### src/rtl/frdc_pkg.sv
package frdc_pkg;

  // Geometry and limits
  localparam int CHANNELS          = 8;
  localparam int WAYS              = 8;
  localparam int BLOCKS_PER_DIE    = 1024;
  localparam int PAGES_PER_BLOCK   = 256;
  localparam int MAX_BLOCKED_READS = 255;

  localparam int NUM_BLOCKS = CHANNELS * WAYS * BLOCKS_PER_DIE;
  localparam int IDX_W      = (NUM_BLOCKS > 1) ? $clog2(NUM_BLOCKS) : 1;
  localparam int PAGE_W     = $clog2(PAGES_PER_BLOCK + 1);
  localparam int CNT_W      = $clog2(MAX_BLOCKED_READS + 1);

  // Request field widths
  localparam int OP_W    = 2;
  localparam int MODE_W  = 2;
  localparam int CH_W    = 3;
  localparam int WAY_W   = 3;
  localparam int BLK_W   = 10;
  localparam int PG_W    = 8;
  localparam int PROGD_W = 9;

  // Queue between front and back
  localparam int QUEUE_DEPTH = 2;
  localparam int QPTR_W      = (QUEUE_DEPTH > 1) ? $clog2(QUEUE_DEPTH) : 1;
  localparam int QCNT_W      = $clog2(QUEUE_DEPTH + 1);

  // Operation codes
  localparam logic [OP_W-1:0] OP_READ  = 2'd0;
  localparam logic [OP_W-1:0] OP_WRITE = 2'd1;
  localparam logic [OP_W-1:0] OP_ERASE = 2'd2;

  // Check mode codes
  localparam logic [MODE_W-1:0] MODE_SELECT  = 2'd0;
  localparam logic [MODE_W-1:0] MODE_RELEASE = 2'd1;
  localparam logic [MODE_W-1:0] MODE_BUFBLK  = 2'd2;

  // Classified request, as queued for the back end
  typedef struct packed {
    logic [OP_W-1:0]    op;
    logic [MODE_W-1:0]  mode;
    logic [IDX_W-1:0]   idx;
    logic [PG_W-1:0]    page;
    logic [PROGD_W-1:0] progd;
    logic               ok;
  } frdc_req_t;

  // Per-block table entry
  typedef struct packed {
    logic [PAGE_W-1:0] ppage;
    logic [CNT_W-1:0]  rd_cnt;
    logic              erase_mark;
  } frdc_entry_t;

endpackage

### src/rtl/frdc_queue.sv
module frdc_queue (
  input  logic                          clk,
  input  logic                          rst_n,
  input  logic                          push_valid,
  input  frdc_pkg::frdc_req_t           push_data,
  output logic                          push_ready,
  output logic                          pop_valid,
  output frdc_pkg::frdc_req_t           pop_data,
  input  logic                          pop_ready,
  output logic [frdc_pkg::QCNT_W-1:0]   level
);

  frdc_pkg::frdc_req_t                slot_r [frdc_pkg::QUEUE_DEPTH];
  logic [frdc_pkg::QPTR_W-1:0]        wr_ptr_r, wr_ptr_nxt;
  logic [frdc_pkg::QPTR_W-1:0]        rd_ptr_r, rd_ptr_nxt;
  logic [frdc_pkg::QCNT_W-1:0]        cnt_r, cnt_nxt;
  logic                               do_push;
  logic                               do_pop;

  assign push_ready = (cnt_r != frdc_pkg::QCNT_W'(frdc_pkg::QUEUE_DEPTH));
  assign pop_valid  = (cnt_r != '0);
  assign pop_data   = slot_r[rd_ptr_r];
  assign level      = cnt_r;
  assign do_push    = push_valid && push_ready;
  assign do_pop     = pop_valid && pop_ready;

  // Pointer and fill bookkeeping
  always_comb begin
    wr_ptr_nxt = wr_ptr_r;
    rd_ptr_nxt = rd_ptr_r;
    cnt_nxt    = cnt_r;
    if (do_push) begin
      wr_ptr_nxt = (wr_ptr_r == frdc_pkg::QPTR_W'(frdc_pkg::QUEUE_DEPTH - 1)) ?
                   '0 : wr_ptr_r + 1'b1;
    end
    if (do_pop) begin
      rd_ptr_nxt = (rd_ptr_r == frdc_pkg::QPTR_W'(frdc_pkg::QUEUE_DEPTH - 1)) ?
                   '0 : rd_ptr_r + 1'b1;
    end
    if (do_push && !do_pop) begin
      cnt_nxt = cnt_r + 1'b1;
    end else if (!do_push && do_pop) begin
      cnt_nxt = cnt_r - 1'b1;
    end
  end

  always_ff @(posedge clk) begin
    if (!rst_n) begin
      wr_ptr_r <= '0;
      rd_ptr_r <= '0;
      cnt_r    <= '0;
    end else begin
      wr_ptr_r <= wr_ptr_nxt;
      rd_ptr_r <= rd_ptr_nxt;
      cnt_r    <= cnt_nxt;
    end
  end

  // Payload storage
  always_ff @(posedge clk) begin
    if (do_push) begin
      slot_r[wr_ptr_r] <= push_data;
    end
  end

endmodule

### config.mk
export PLATFORM = sky130hd
export DESIGN_NAME = frdc_queue
export DESIGN_NICKNAME = d
export VERILOG_FILES = /design/src/rtl/frdc_pkg.sv /design/src/rtl/frdc_queue.sv
export SDC_FILE = /design/constraint.sdc
export NUM_CORES = 1
export LEC_CHECK = 0
export ABC_AREA = 1
export BUFFER_PORTS_ARGS = -buffer_cell sky130_fd_sc_hd__buf_2
export CAP_MARGIN = 10
export CORE_ASPECT_RATIO = 0.75
export CORE_MARGIN = 4
export CORE_UTILIZATION = 45
export DETAILED_ROUTE_END_ITERATION = 10
export GPL_TIMING_DRIVEN = 1
export HOLD_SLACK_MARGIN = 0.06
export PLACE_DENSITY = 0.71
export SLEW_MARGIN = 30
export SYNTH_ARGS = -nofsm -noshare
export SYNTH_HDL_FRONTEND = slang
export SYNTH_SLANG_ARGS = --single-unit
### constraint.sdc
create_clock -name clk -period 6 [get_ports clk]
set_clock_uncertainty 0.05 [all_clocks]
set_input_delay 0.6 -clock clk [delete_from_list [all_inputs] [get_ports clk]]
set_output_delay 0.6 -clock clk [all_outputs]
set_load 0.02 [all_outputs]
# Yosys cells after proc, flatten, opt, wreduce, memory -nomap -nowiden
# Memory sizes are Yosys's and may differ from the RTL's. A register that Yosys moved wholly into a read port is not among the register bits.
# Cells that the tools add are included.
# totals
output_inout_bits	42
elab_cells	25
mem_bits_ro	0
input_bits	42
latchBits	0
mem_bits_rw	76
reg_bits	4
mem_count	1
# mem_list
name	words	width	rd	rd_ports_with_merged_regs	wr	line_no	source
slot_r	2	38	1	1	1	frdc_queue.sv:13	frdc_pkg::frdc_req_t slot_r [frdc_pkg::QUEUE_DEPTH];
# classes
add_sub_neg	4
multipliers	0
div_mod_pow	0
muxes	8
n_reduce_logical	8
n_eq_ne	1
bitwise	0
order_cmp	0
n_shift	0
# op_table
operator	count
two-way mux 1 bit	6
logical AND 1 bit	4
two-way mux 2 bit	2
nonzero test 2 bit	2
adder 1 bit, second input constant	2
adder 2 x 1 -> 2 bit, second input constant	1
zero test 1 bit	2
!= test 2 bit, second input constant	1
subtractor 2 x 1 -> 2 bit, second input constant	1

# Depth between registers and ports, before layout
# Gate-level depths: netlist of run 1.
# logic_depth
word_depth	6
depth_mapped	11
mapped_depth_nobuf	11

# Least setup slack after synthesis of run 1
# Ideal clock, no wire load.
# synth_path
path_type	register to register
from	register cnt_r (netlist bit level[0])
to	memory slot_r[0][0] (netlist bit), enable pin
setup_ns	0.433
stages_incl_launch_ff	5
slack_ns	2.991
period_less_slack_ns	3.009
arrival_time_ns	2.526
required_ns	5.517
n_path_buf	0
path_cell_list	dfxtp_1 -> inv_1 -> nand2_1 -> nand2_1 -> nor2_1
# synth_via
elab_chain_len	4
# synth_rtl
item	line_no	source
from (decl)	frdc_queue.sv:16	logic [frdc_pkg::QCNT_W-1:0] cnt_r, cnt_nxt;
from (signal assigned)	frdc_queue.sv:55	cnt_r <= cnt_nxt;
!= test 2 bit	frdc_queue.sv:20	assign push_ready = (cnt_r != frdc_pkg::QCNT_W'(frdc_pkg::QUEUE_DEPTH));
via push_ready	frdc_queue.sv:6	output logic push_ready,
logical AND 1 bit	frdc_queue.sv:24	assign do_push = push_valid && push_ready;
two-way mux 1 bit	frdc_queue.sv:61	if (do_push) begin
two-way mux 1 bit (implied by the code)	frdc_queue.sv:62	slot_r[wr_ptr_r] <= push_data;
to (decl)	frdc_queue.sv:13	
# The timed path passes the listed nets, and every way through them passes these cells.

==> flow_summary.ini, run 1 <==
[status]
status = finished clean

[yosys]
seq_area_frac_synth_pct = 77.7
ys_seq_elements = 81
synth_top_area_cell = edfxtp_1
syn_area_per_cell_um2 = 19.8
syn_area_um2 = 3060
yosysWarningCount = 0
ys_types = 15
synth.net_count = 198
synth_top_area_share_pct = 74.5
synthCells = 155
synth_top_cells_by_area = edfxtp_1 (74%), mux2_4 (9.8%), mux2_2 (6.6%), dfxtp_1 (3.3%), nand2_1 (1.1%)

[worst_setup_path]
crit_chain = mux2_2 > buf_2
crit_fanout = 38
r2r_cells = 5
cp_slowest_cell = dfxtp_4
crit_path_start_kind = flip-flop
worstPathRequired_ns = 5.35
path_delay_family = flip-flops
critPathBufInv = 1
r2r_slack_ns = 4.14
slowest_delay_ns = 0.74
worstSetupEndpointType = primary output
crit_cells = 2
crit_type = reg -> out
worstPathArrival_ns = 1.67

[clock_network]
clkLatencyLatePin_ns = 0.33
cts-root-buf = clkbuf_8
cts_htree_levels = 3
cts_buffers = 9
ctsLongestPathBuffers = 2
cts_hold_buf = 0
ctsResizeCount = 0
cts_num_sinks = 81
path_clk_slew_ns = 0.08
post_cts_buffers = 0
tritoncts = done

[power]
power_density_nw_per_um2 = 405
power_mw = 1.54
p_leak_nw = 1.50
ir_drop_mv = 0.213

[grt]
grt_usage_pct = 12.8
grt_pass1_wl_um = 7580
gr-total-overflow = 0
antenna_found_initial = 0
grt_pass1_vias = 1624
grt_max_degree = 39

[die]
rows = 25
die_h_um = 79.5
initial_core_util_pct = 47.6
die-area_um2 = 8210
core_um2 = 6440
die_w_um = 103
num_io_pins = 84

[place]
hpwl_um = 3410
place_ws_ns = 4.00
port_buffers = 83
gp_congestion = 0.729

[sta]
worst_slack_ns = 3.68
worst_pin_slew_ns = 0.621
tns_ns = 0
post-route-min-period_ns = 2.32
max_freq_mhz = 432
hold_violations = 0
worst_slew_margin_rel_pct = 58.6
rsz0062_at_grt = false
fin_crit_sh_pct = 38.6
whs_ns = 0.396
final-max-slew-violation-count = 0
setup-violations-final = 0

[route]
drt_pass1_iterations = 4
drt_first_iter_violations = 51
post-route-drc-count = 0
routed_wl_um = 4950
ant_nets = 0
dr_total_vias = 1607
routedWlPerCell_um = 14.8
viasPerCell = 4.83

[cells_and_area]
area_delta_synth_final_pct = 24.1
nets = 291
drive_gt1_share_pct = 56.0
n_antenna_cell = 0

[job]
maxCapViolCount = 0

[worst_hold_path]
hp-class = in -> reg
holdPathStages = 1
[per-stage QoR]
stage               cell area, um2  utilization [%]  cells
floorplan                     3060                -    155
global placement              3560             55.2    315
detailed placement            3640             56.5    318
CTS                           3800             59.0    333
global route                  3800             59.0    333
finish                        3800             59.0    333
[placed cells by master (no fill, tap or decap), drive strengths merged, types with 2 or more instances in the layout]
cell type	count
buf	86
edfxtp	76
mux2	38
clkbuf	10
nand2	9
inv	9
nor2	8
dfxtp	5
clkinv	3
o21ai	2
[layer usage]
layer,wire length (um),vias up,global-route usage [%]
met4,51,0,5.05
met5,0,-,0
li1,-,776,-
met1,2110,760,16.0
met3,465,8,6.03
met2,2320,63,19.1
[Yosys cell counts (all sizes together)]
cell / instances
a21oi: 1
buf: 4
dfxtp: 5
edfxtp: 76
ha: 1
inv: 8
mux2: 38
nand2: 9
nand3: 1
nand4: 1
nor2: 8
o21a: 1
o21ai: 2
[layout make-up]
class	count	area (um2)
fillers	485	2640
flip-flops and latches	81	2390
multi-input cells	62	628
repair buffers	86	498
clock buffers	10	128
well taps	81	101
clock inverters	5	31.3
inverters	8	30.0
[cell families (layout without fill, tap and decap cells)]
| kind of cell | count (synthesis) | after routing | share of synthesized area (%) |
|---|---|---|---|
| simple gates | 19 | 19 | 2.45 |
| buf+inv | 12 | 109 | 2.25 |
| flops | 81 | 81 | 77.7 |
| compound gates | 4 | 4 | 0.735 |
| mux | 38 | 38 | 16.4 |
| fa+ha+maj | 1 | 1 | 0.408 |
[power breakdown]
part,switching (mW),total (mW),internal [mW]
Sequential,0.0572,0.772,0.715
Combinational,0.243,0.446,0.203
Clock,0.176,0.323,0.147
[worst paths after layout]
check / startpoint / end
max: flip-flop / pop_data[25]
min: push_data[33] / slot_r[1][33]
max reg2reg: level[0] / slot_r[0][30]
min reg2reg: rd_ptr_r / rd_ptr_r
[sequential cells by signal (all words and copies together) (netlist names), named ones only]
name,cells
level,2
rd_ptr_r,1
wr_ptr_r,1
slot_r,76
(Power assumes the default switching activity.)
==> run 2: changes to the inputs <==
- ABC_AREA: 1 -> 0
- PLACE_DENSITY: 0.71 -> 0.72
- clock period: 6 -> 2.37 ns (I/O delays scaled with it)
==> run 2 against run 1 <==
  * Final cell count is 8.1% higher
  * Sequential share of layout area shrank 5.5 points
  * Wire length is 13% higher
  * Clock power increased to 4.0 times the previous value
  * Sequential cell count unchanged
  * Critical path depth up 1
  * Synthesized area decreased by 2.7%
  * Combinational power grew to 2.7 times the previous value
  * Worst setup slack worse by 3.3 ns
  * Final area is 9.4% higher
  * Synthesized cell count is 8.4% lower
  * First-iteration DRC count shrank 22%
==> flow_summary.ini, run 2 <==
[sta]
whs_ns = 0.0972
setup-violations-final = 0
tns_ns = 0
max_freq_mhz = 504
worst_slew_margin_rel_pct = 66.6
worst_pin_slew_ns = 0.500
hold_violations = 0
fin_crit_sh_pct = 83.8
post-route-min-period_ns = 1.99
rsz0062_at_grt = false
final-max-slew-violation-count = 0

[cells_and_area]
final_cell_mix = buf_2 (83), edfxtp_1 (76), mux2_2 (38), dlygate4sd3_1 (38), clkbuf_8 (9)
final_cell_count_no_fill = 360
mostFrequentLayoutCell = buf_2
n_antenna_cell = 0
nets = 317
regMostFlops = slot_r
largest_reg_flops = 76
drive_gt1_share_pct = 52.3
nFillCells = 443
area_delta_synth_final_pct = 39.6

[grt]
grt_pass1_wl_um = 8760
gr-total-overflow = 0
grt_pass1_vias = 1792
grt_usage_pct = 14.8
antenna_found_initial = 0
grt_max_degree = 39

[route]
dr_total_vias = 1716
ant_nets = 0
drt_first_iter_violations = 40
viasPerCell = 4.77
post-route-drc-count = 0
routed_wl_um = 5590
routedWlPerCell_um = 15.5
drt_pass1_iterations = 4

[yosys]
ys_seq_elements = 81
synthCells = 142
ys_types = 20
syn_area_per_cell_um2 = 21.0
yosysWarningCount = 0
synth_top_cells_by_area = edfxtp_1 (77%), mux2_2 (14%), dfxtp_1 (3.4%), and2_1 (0.84%), buf_4 (0.76%)
synth_common_cells = edfxtp_1 (76), mux2_2 (38), dfxtp_1 (5)
syn_area_um2 = 2980
seq_area_frac_synth_pct = 79.9
synth_edf_count = 76
ys.flop_type = edfxtp_1
synth_top_area_cell = edfxtp_1
synth_top_area_share_pct = 76.6
synth_most_common_cell = edfxtp_1
async_reset_ff_share_pct = 0
synth.net_count = 185

[worst_hold_path]
holdPathStages = 2
hp-class = in -> reg
worstHoldStart = rst_n
hold-path-endpoint = level[0]

[clock_network]
post_cts_buffers = 0
ctsResizeCount = 0
clkLatencyLatePin_ns = 0.34
cts_num_sinks = 81
tritoncts = done
ctsLongestPathBuffers = 2
path_clk_slew_ns = 0.07
cts_htree_levels = 3
cts_buffers = 9
cts-root-buf = clkbuf_8

[die]
die_h_um = 78.5
die-area_um2 = 8000
num_io_pins = 84
rows = 25
die_w_um = 102
initial_core_util_pct = 46.9
core_um2 = 6350

[worst_setup_path]
worstPathArrival_ns = 1.70
crit_type = reg -> out
crit_path_start_kind = flip-flop
r2r_slack_ns = 0.72
worstSetupEndpointType = primary output
crit_fanout = 23
reg2reg_to = slot_r[1][35]
rr_startpoint = level[0]
r2r_cells = 3
worstPathRequired_ns = 2.08

[place]
numPlacedInstances = 306
hpwl_um = 3510
port_buffers = 83
gp_congestion = 0.736

[power]
p_leak_nw = 1.60
power_mw = 4.39
ir_drop_mv = 0.488
power_density_nw_per_um2 = 1050

[job]
maxCapViolCount = 0

[status]
status = finished clean
[run 2: cell count changes after synthesis, sizes merged, moves of 2 or more]
cell    previous run  this run
nand2              9         0
nor2               8         0
inv                8         1
and2               0         4
a21boi             0         2
xnor2              0         2
[run 2: worst max-delay path by stage]
stage,startpoint,end,cells past startpoint
finish,flip-flop,pop_data[12],3
global route,flip-flop,pop_data[12],3
CTS,flip-flop,pop_data[12],3
detailed placement,level[0],slot_r[1][0],3
global placement,level[0],slot_r[1][0],3
floorplan,level[0],slot_r[1][0],2
[run 2: routing by layer]
metal | vias to the layer above | GRT usage (%) | share of wire [%]
li1 | 821 | - | -
met1 | 822 | 19.2 | 45
met2 | 67 | 22.8 | 46
met3 | 6 | 7.19 | 8.3
met4 | 0 | 2.75 | 0.68
met5 | - | 0 | 0
[run 2: cells by family (layout without fill, tap and decap cells)]
kind of cell    after synthesis  count (layout)  synth area share [%]
simple gates                  9               9                  2.18
fa+ha+maj                     1               1                 0.420
xor+xnor                      3               3                 0.882
buf+inv                       5             142                  1.05
compound gates                5               5                  1.18
flops                        81              81                  79.9
mux                          38              38                  14.4
[run 2: area by class of cell]
class                           instances  area (um2)  area share [%]
Sequential cell                        81        2380            57.3
Timing Repair Buffer                  125         838            20.1
Multi-Input combinational cell         56         568            13.7
Clock inverter                          7         143            3.43
Clock buffer                            9         124            2.98
Tap cell                               81         101            2.44
Inverter                                1        3.75          0.0902
[run 2: power breakdown]
| part | switching, mW | internal, mW | total [mW] |
|---|---|---|---|
| sequential | 0.0989 | 1.79 | 1.89 |
| clock | 0.472 | 0.807 | 1.28 |
| combinational | 0.675 | 0.543 | 1.22 |
| total | 1.25 | 3.14 | 4.39 |
[run 2: what timing repair did]
action	4_1_cts	5_1_grt
endpoints found under the hold margin	76	0
endpoints found under the setup margin	0	0
hold buffers	38	0
[run 2: critical path, stage by stage (launching register included)]
cell and delay (ns):
dfxtp_2 0.58, buf_12 0.23, mux2_2 0.37, buf_2 0.16
[run 2: through the flow]
stage / cell area, um2 / setup slack, ns / util, %
2_1_floorplan: 2980 / 0.170 / -
3_3_place_gp: 3510 / 0.723 / 55.3
3_5_place_dp: 3510 / 0.710 / 55.3
4_1_cts: 4160 / 0.353 / 65.5
5_1_grt: 4160 / 0.297 / 65.5
6_report: 4160 / 0.384 / 65.5
==> run 3: changes to the inputs <==
- ABC_AREA: 0 -> 1
- PLACE_DENSITY: 0.72 -> 0.74
- clock period: 2.37 -> 1.6 ns (I/O delays scaled with it)
==> run 3 against run 2 <==
  * The flow now finishes with violations (negative setup slack)
  * Total power grew 43%
  * Non-clock buffer count increased by 4
  * Worst hold slack improved by 0.083 ns
  * Worst setup slack worse by 0.41 ns
  * Critical path depth stayed put
  * Count of clock-buffer cells in the layout rose by 1
  * Clock power shrank 5%
  * Final cell count rose by 4.4%
  * Via count rose by 3.1%
==> flow_summary.ini, run 3 (synthesis gave the netlist of run 1 again) <==
[grt]
gr-total-overflow = 0
grt_pass1_vias = 1845
antenna_found_initial = 0
grt_max_degree = 21
grt_pass1_wl_um = 8660
grt_usage_pct = 14.6

[worst_hold_path]
hp-class = in -> reg

[cells_and_area]
n_antenna_cell = 0
fin_area_um2 = 4430
nets = 334
regMostFlops = slot_r
final_cell_mix = edfxtp_1 (76), buf_2 (63), dlygate4sd3_1 (39), mux2_4 (25), buf_6 (20)
mostFrequentLayoutCell = edfxtp_1
largest_reg_flops = 76
area_delta_synth_final_pct = 44.5
drive_gt1_share_pct = 50.8

[route]
post-route-drc-count = 0
dr_total_vias = 1769
drt_first_iter_violations = 74
routedWlPerCell_um = 15.2
viasPerCell = 4.70
drt_pass1_iterations = 6
ant_nets = 0
routed_wl_um = 5720

[worst_setup_path]
crit_path_start_kind = flip-flop
reg2reg_to = level[1]
r2r_cells = 10
slowest_delay_ns = 0.41
worstSetupEndpointType = primary output
rr_startpoint = level[0]
crit_chain = buf_12 > mux2_2 > buf_2
worstPathRequired_ns = 1.39
cp_slowest_cell = dfxtp_4
worstPathArrival_ns = 1.41
crit_fanout = 12
r2r_slack_ns = 0.16
endpoint = pop_data[28]
crit_type = reg -> out

[sta]
fin_crit_sh_pct = 101
whs_ns = 0.180
tns_ns = -0.152
post-route-min-period_ns = 1.62
final-max-slew-violation-count = 0
worst_pin_slew_ns = 0.157
worst_slew_margin_rel_pct = 89.4
worst_slack_ns = -0.0225
max_freq_mhz = 616
hold_violations = 0
setup-violations-final = 13
rsz0062_at_grt = true

[clock_network]
cts-root-buf = clkbuf_8
cts_buffers = 9
cts_htree_levels = 3
tritoncts = done
cts_num_sinks = 81
path_clk_slew_ns = 0.07
post_cts_buffers = 0
clkLatencyLatePin_ns = 0.33
ctsLongestPathBuffers = 2

[die]
num_io_pins = 84
rows = 25
die_h_um = 79.5
core_um2 = 6440
initial_core_util_pct = 47.6
die_w_um = 103
die-area_um2 = 8210

[power]
power_density_nw_per_um2 = 1420
pwr-share-comb_pct = 35.8
p_leak_nw = 1.75
seqPwrFrac_pct = 44.8
power_mw = 6.29
ir_drop_mv = 0.849
p_int_mw = 4.36
switchingPower_mw = 1.93
switching_share_pct = 30.6
clock_power_share_pct = 19.4

[status]
status = finished with violations
failed_checks = negative setup slack

[place]
placed_area_um2 = 3690
place_ws_ns = 0.196
hpwl_um = 3710
gp_congestion = 0.719
port_buffers = 83

[job]
maxCapViolCount = 0
[run 3: cell types whose count changed in the layout (fill, tap and decap cells not counted), moves of 3 or more]
cell	before	now
buf_6	0	20
nor2_1	0	6
buf_12	1	6
buf_2	83	63
and2_1	4	0
mux2_2	38	13
mux2_4	0	25
nand2_1	0	7
bufinv_16	4	0
buf_4	3	0
inv_1	1	7
[run 3: repair_timing]
item | in CTS | in global routing
endpoints found under the setup margin | 33 | 38
hold endpoints to repair | 81 | 0
cloned | 1 | 0
pin swaps | 0 | 0
hold buffers | 39 | 0
gates resized for setup | 18 | 32
[run 3: power groups by stage]
stage | Sequential, mW | Clock, mW | Combinational (mW)
CTS | 2.82 | 1.28 | 2.12
global route | 2.85 | 1.37 | 2.40
floorplan | 2.85 | 0 | 1.28
global placement | 2.83 | 0 | 1.89
detailed placement | 2.85 | 0 | 1.91
finish | 2.82 | 1.22 | 2.25
[run 3: critical path, delay by kind of cell (launching register included)]
| family | cells | cell delay [ns] |
|---|---|---|
| flip-flops | 1 | 0.41 |
| multiplexers | 1 | 0.35 |
| buffers and inverters | 2 | 0.32 |
[run 3: final cells by class]
| cell class | instances | area, um2 |
|---|---|---|
| inverter | 8 | 32.5 |
| clock inverter | 5 | 33.8 |
| clock buffer | 10 | 128 |
| tap | 81 | 101 |
| multi-input combinational | 62 | 662 |
| sequential | 81 | 2390 |
| timing repair buffer | 129 | 1080 |
| fill | 448 | 2020 |
[run 3: worst min path at each step]
stage,slack (ns),endpoint,start,cells after the start
floorplan,0.21,slot_r[0][0],push_data[0],0
global placement,0.30,slot_r[1][25],push_data[25],1
detailed placement,0.30,slot_r[0][29],push_data[29],1
CTS,0.15,rd_ptr_r,pop_ready,4
global route,0.18,rd_ptr_r,pop_ready,4
finish,0.18,rd_ptr_r,pop_ready,4
[run 3: per-layer routing]
| metal | global-route usage (%) | up-vias | wire (um) |
|---|---|---|---|
| met5 | 0 | - | 0 |
| met4 | 4.14 | 0 | 42 |
| met3 | 6.03 | 4 | 367 |
| met2 | 23.8 | 65 | 2880 |
| met1 | 17.8 | 847 | 2430 |
| li1 | - | 853 | - |
[run 3: stage by stage]
stage	util, %	cells
finish	68.7	376
global route	68.7	376
global placement	57.2	321
detailed placement	57.2	321
CTS	67.1	376
floorplan	-	155
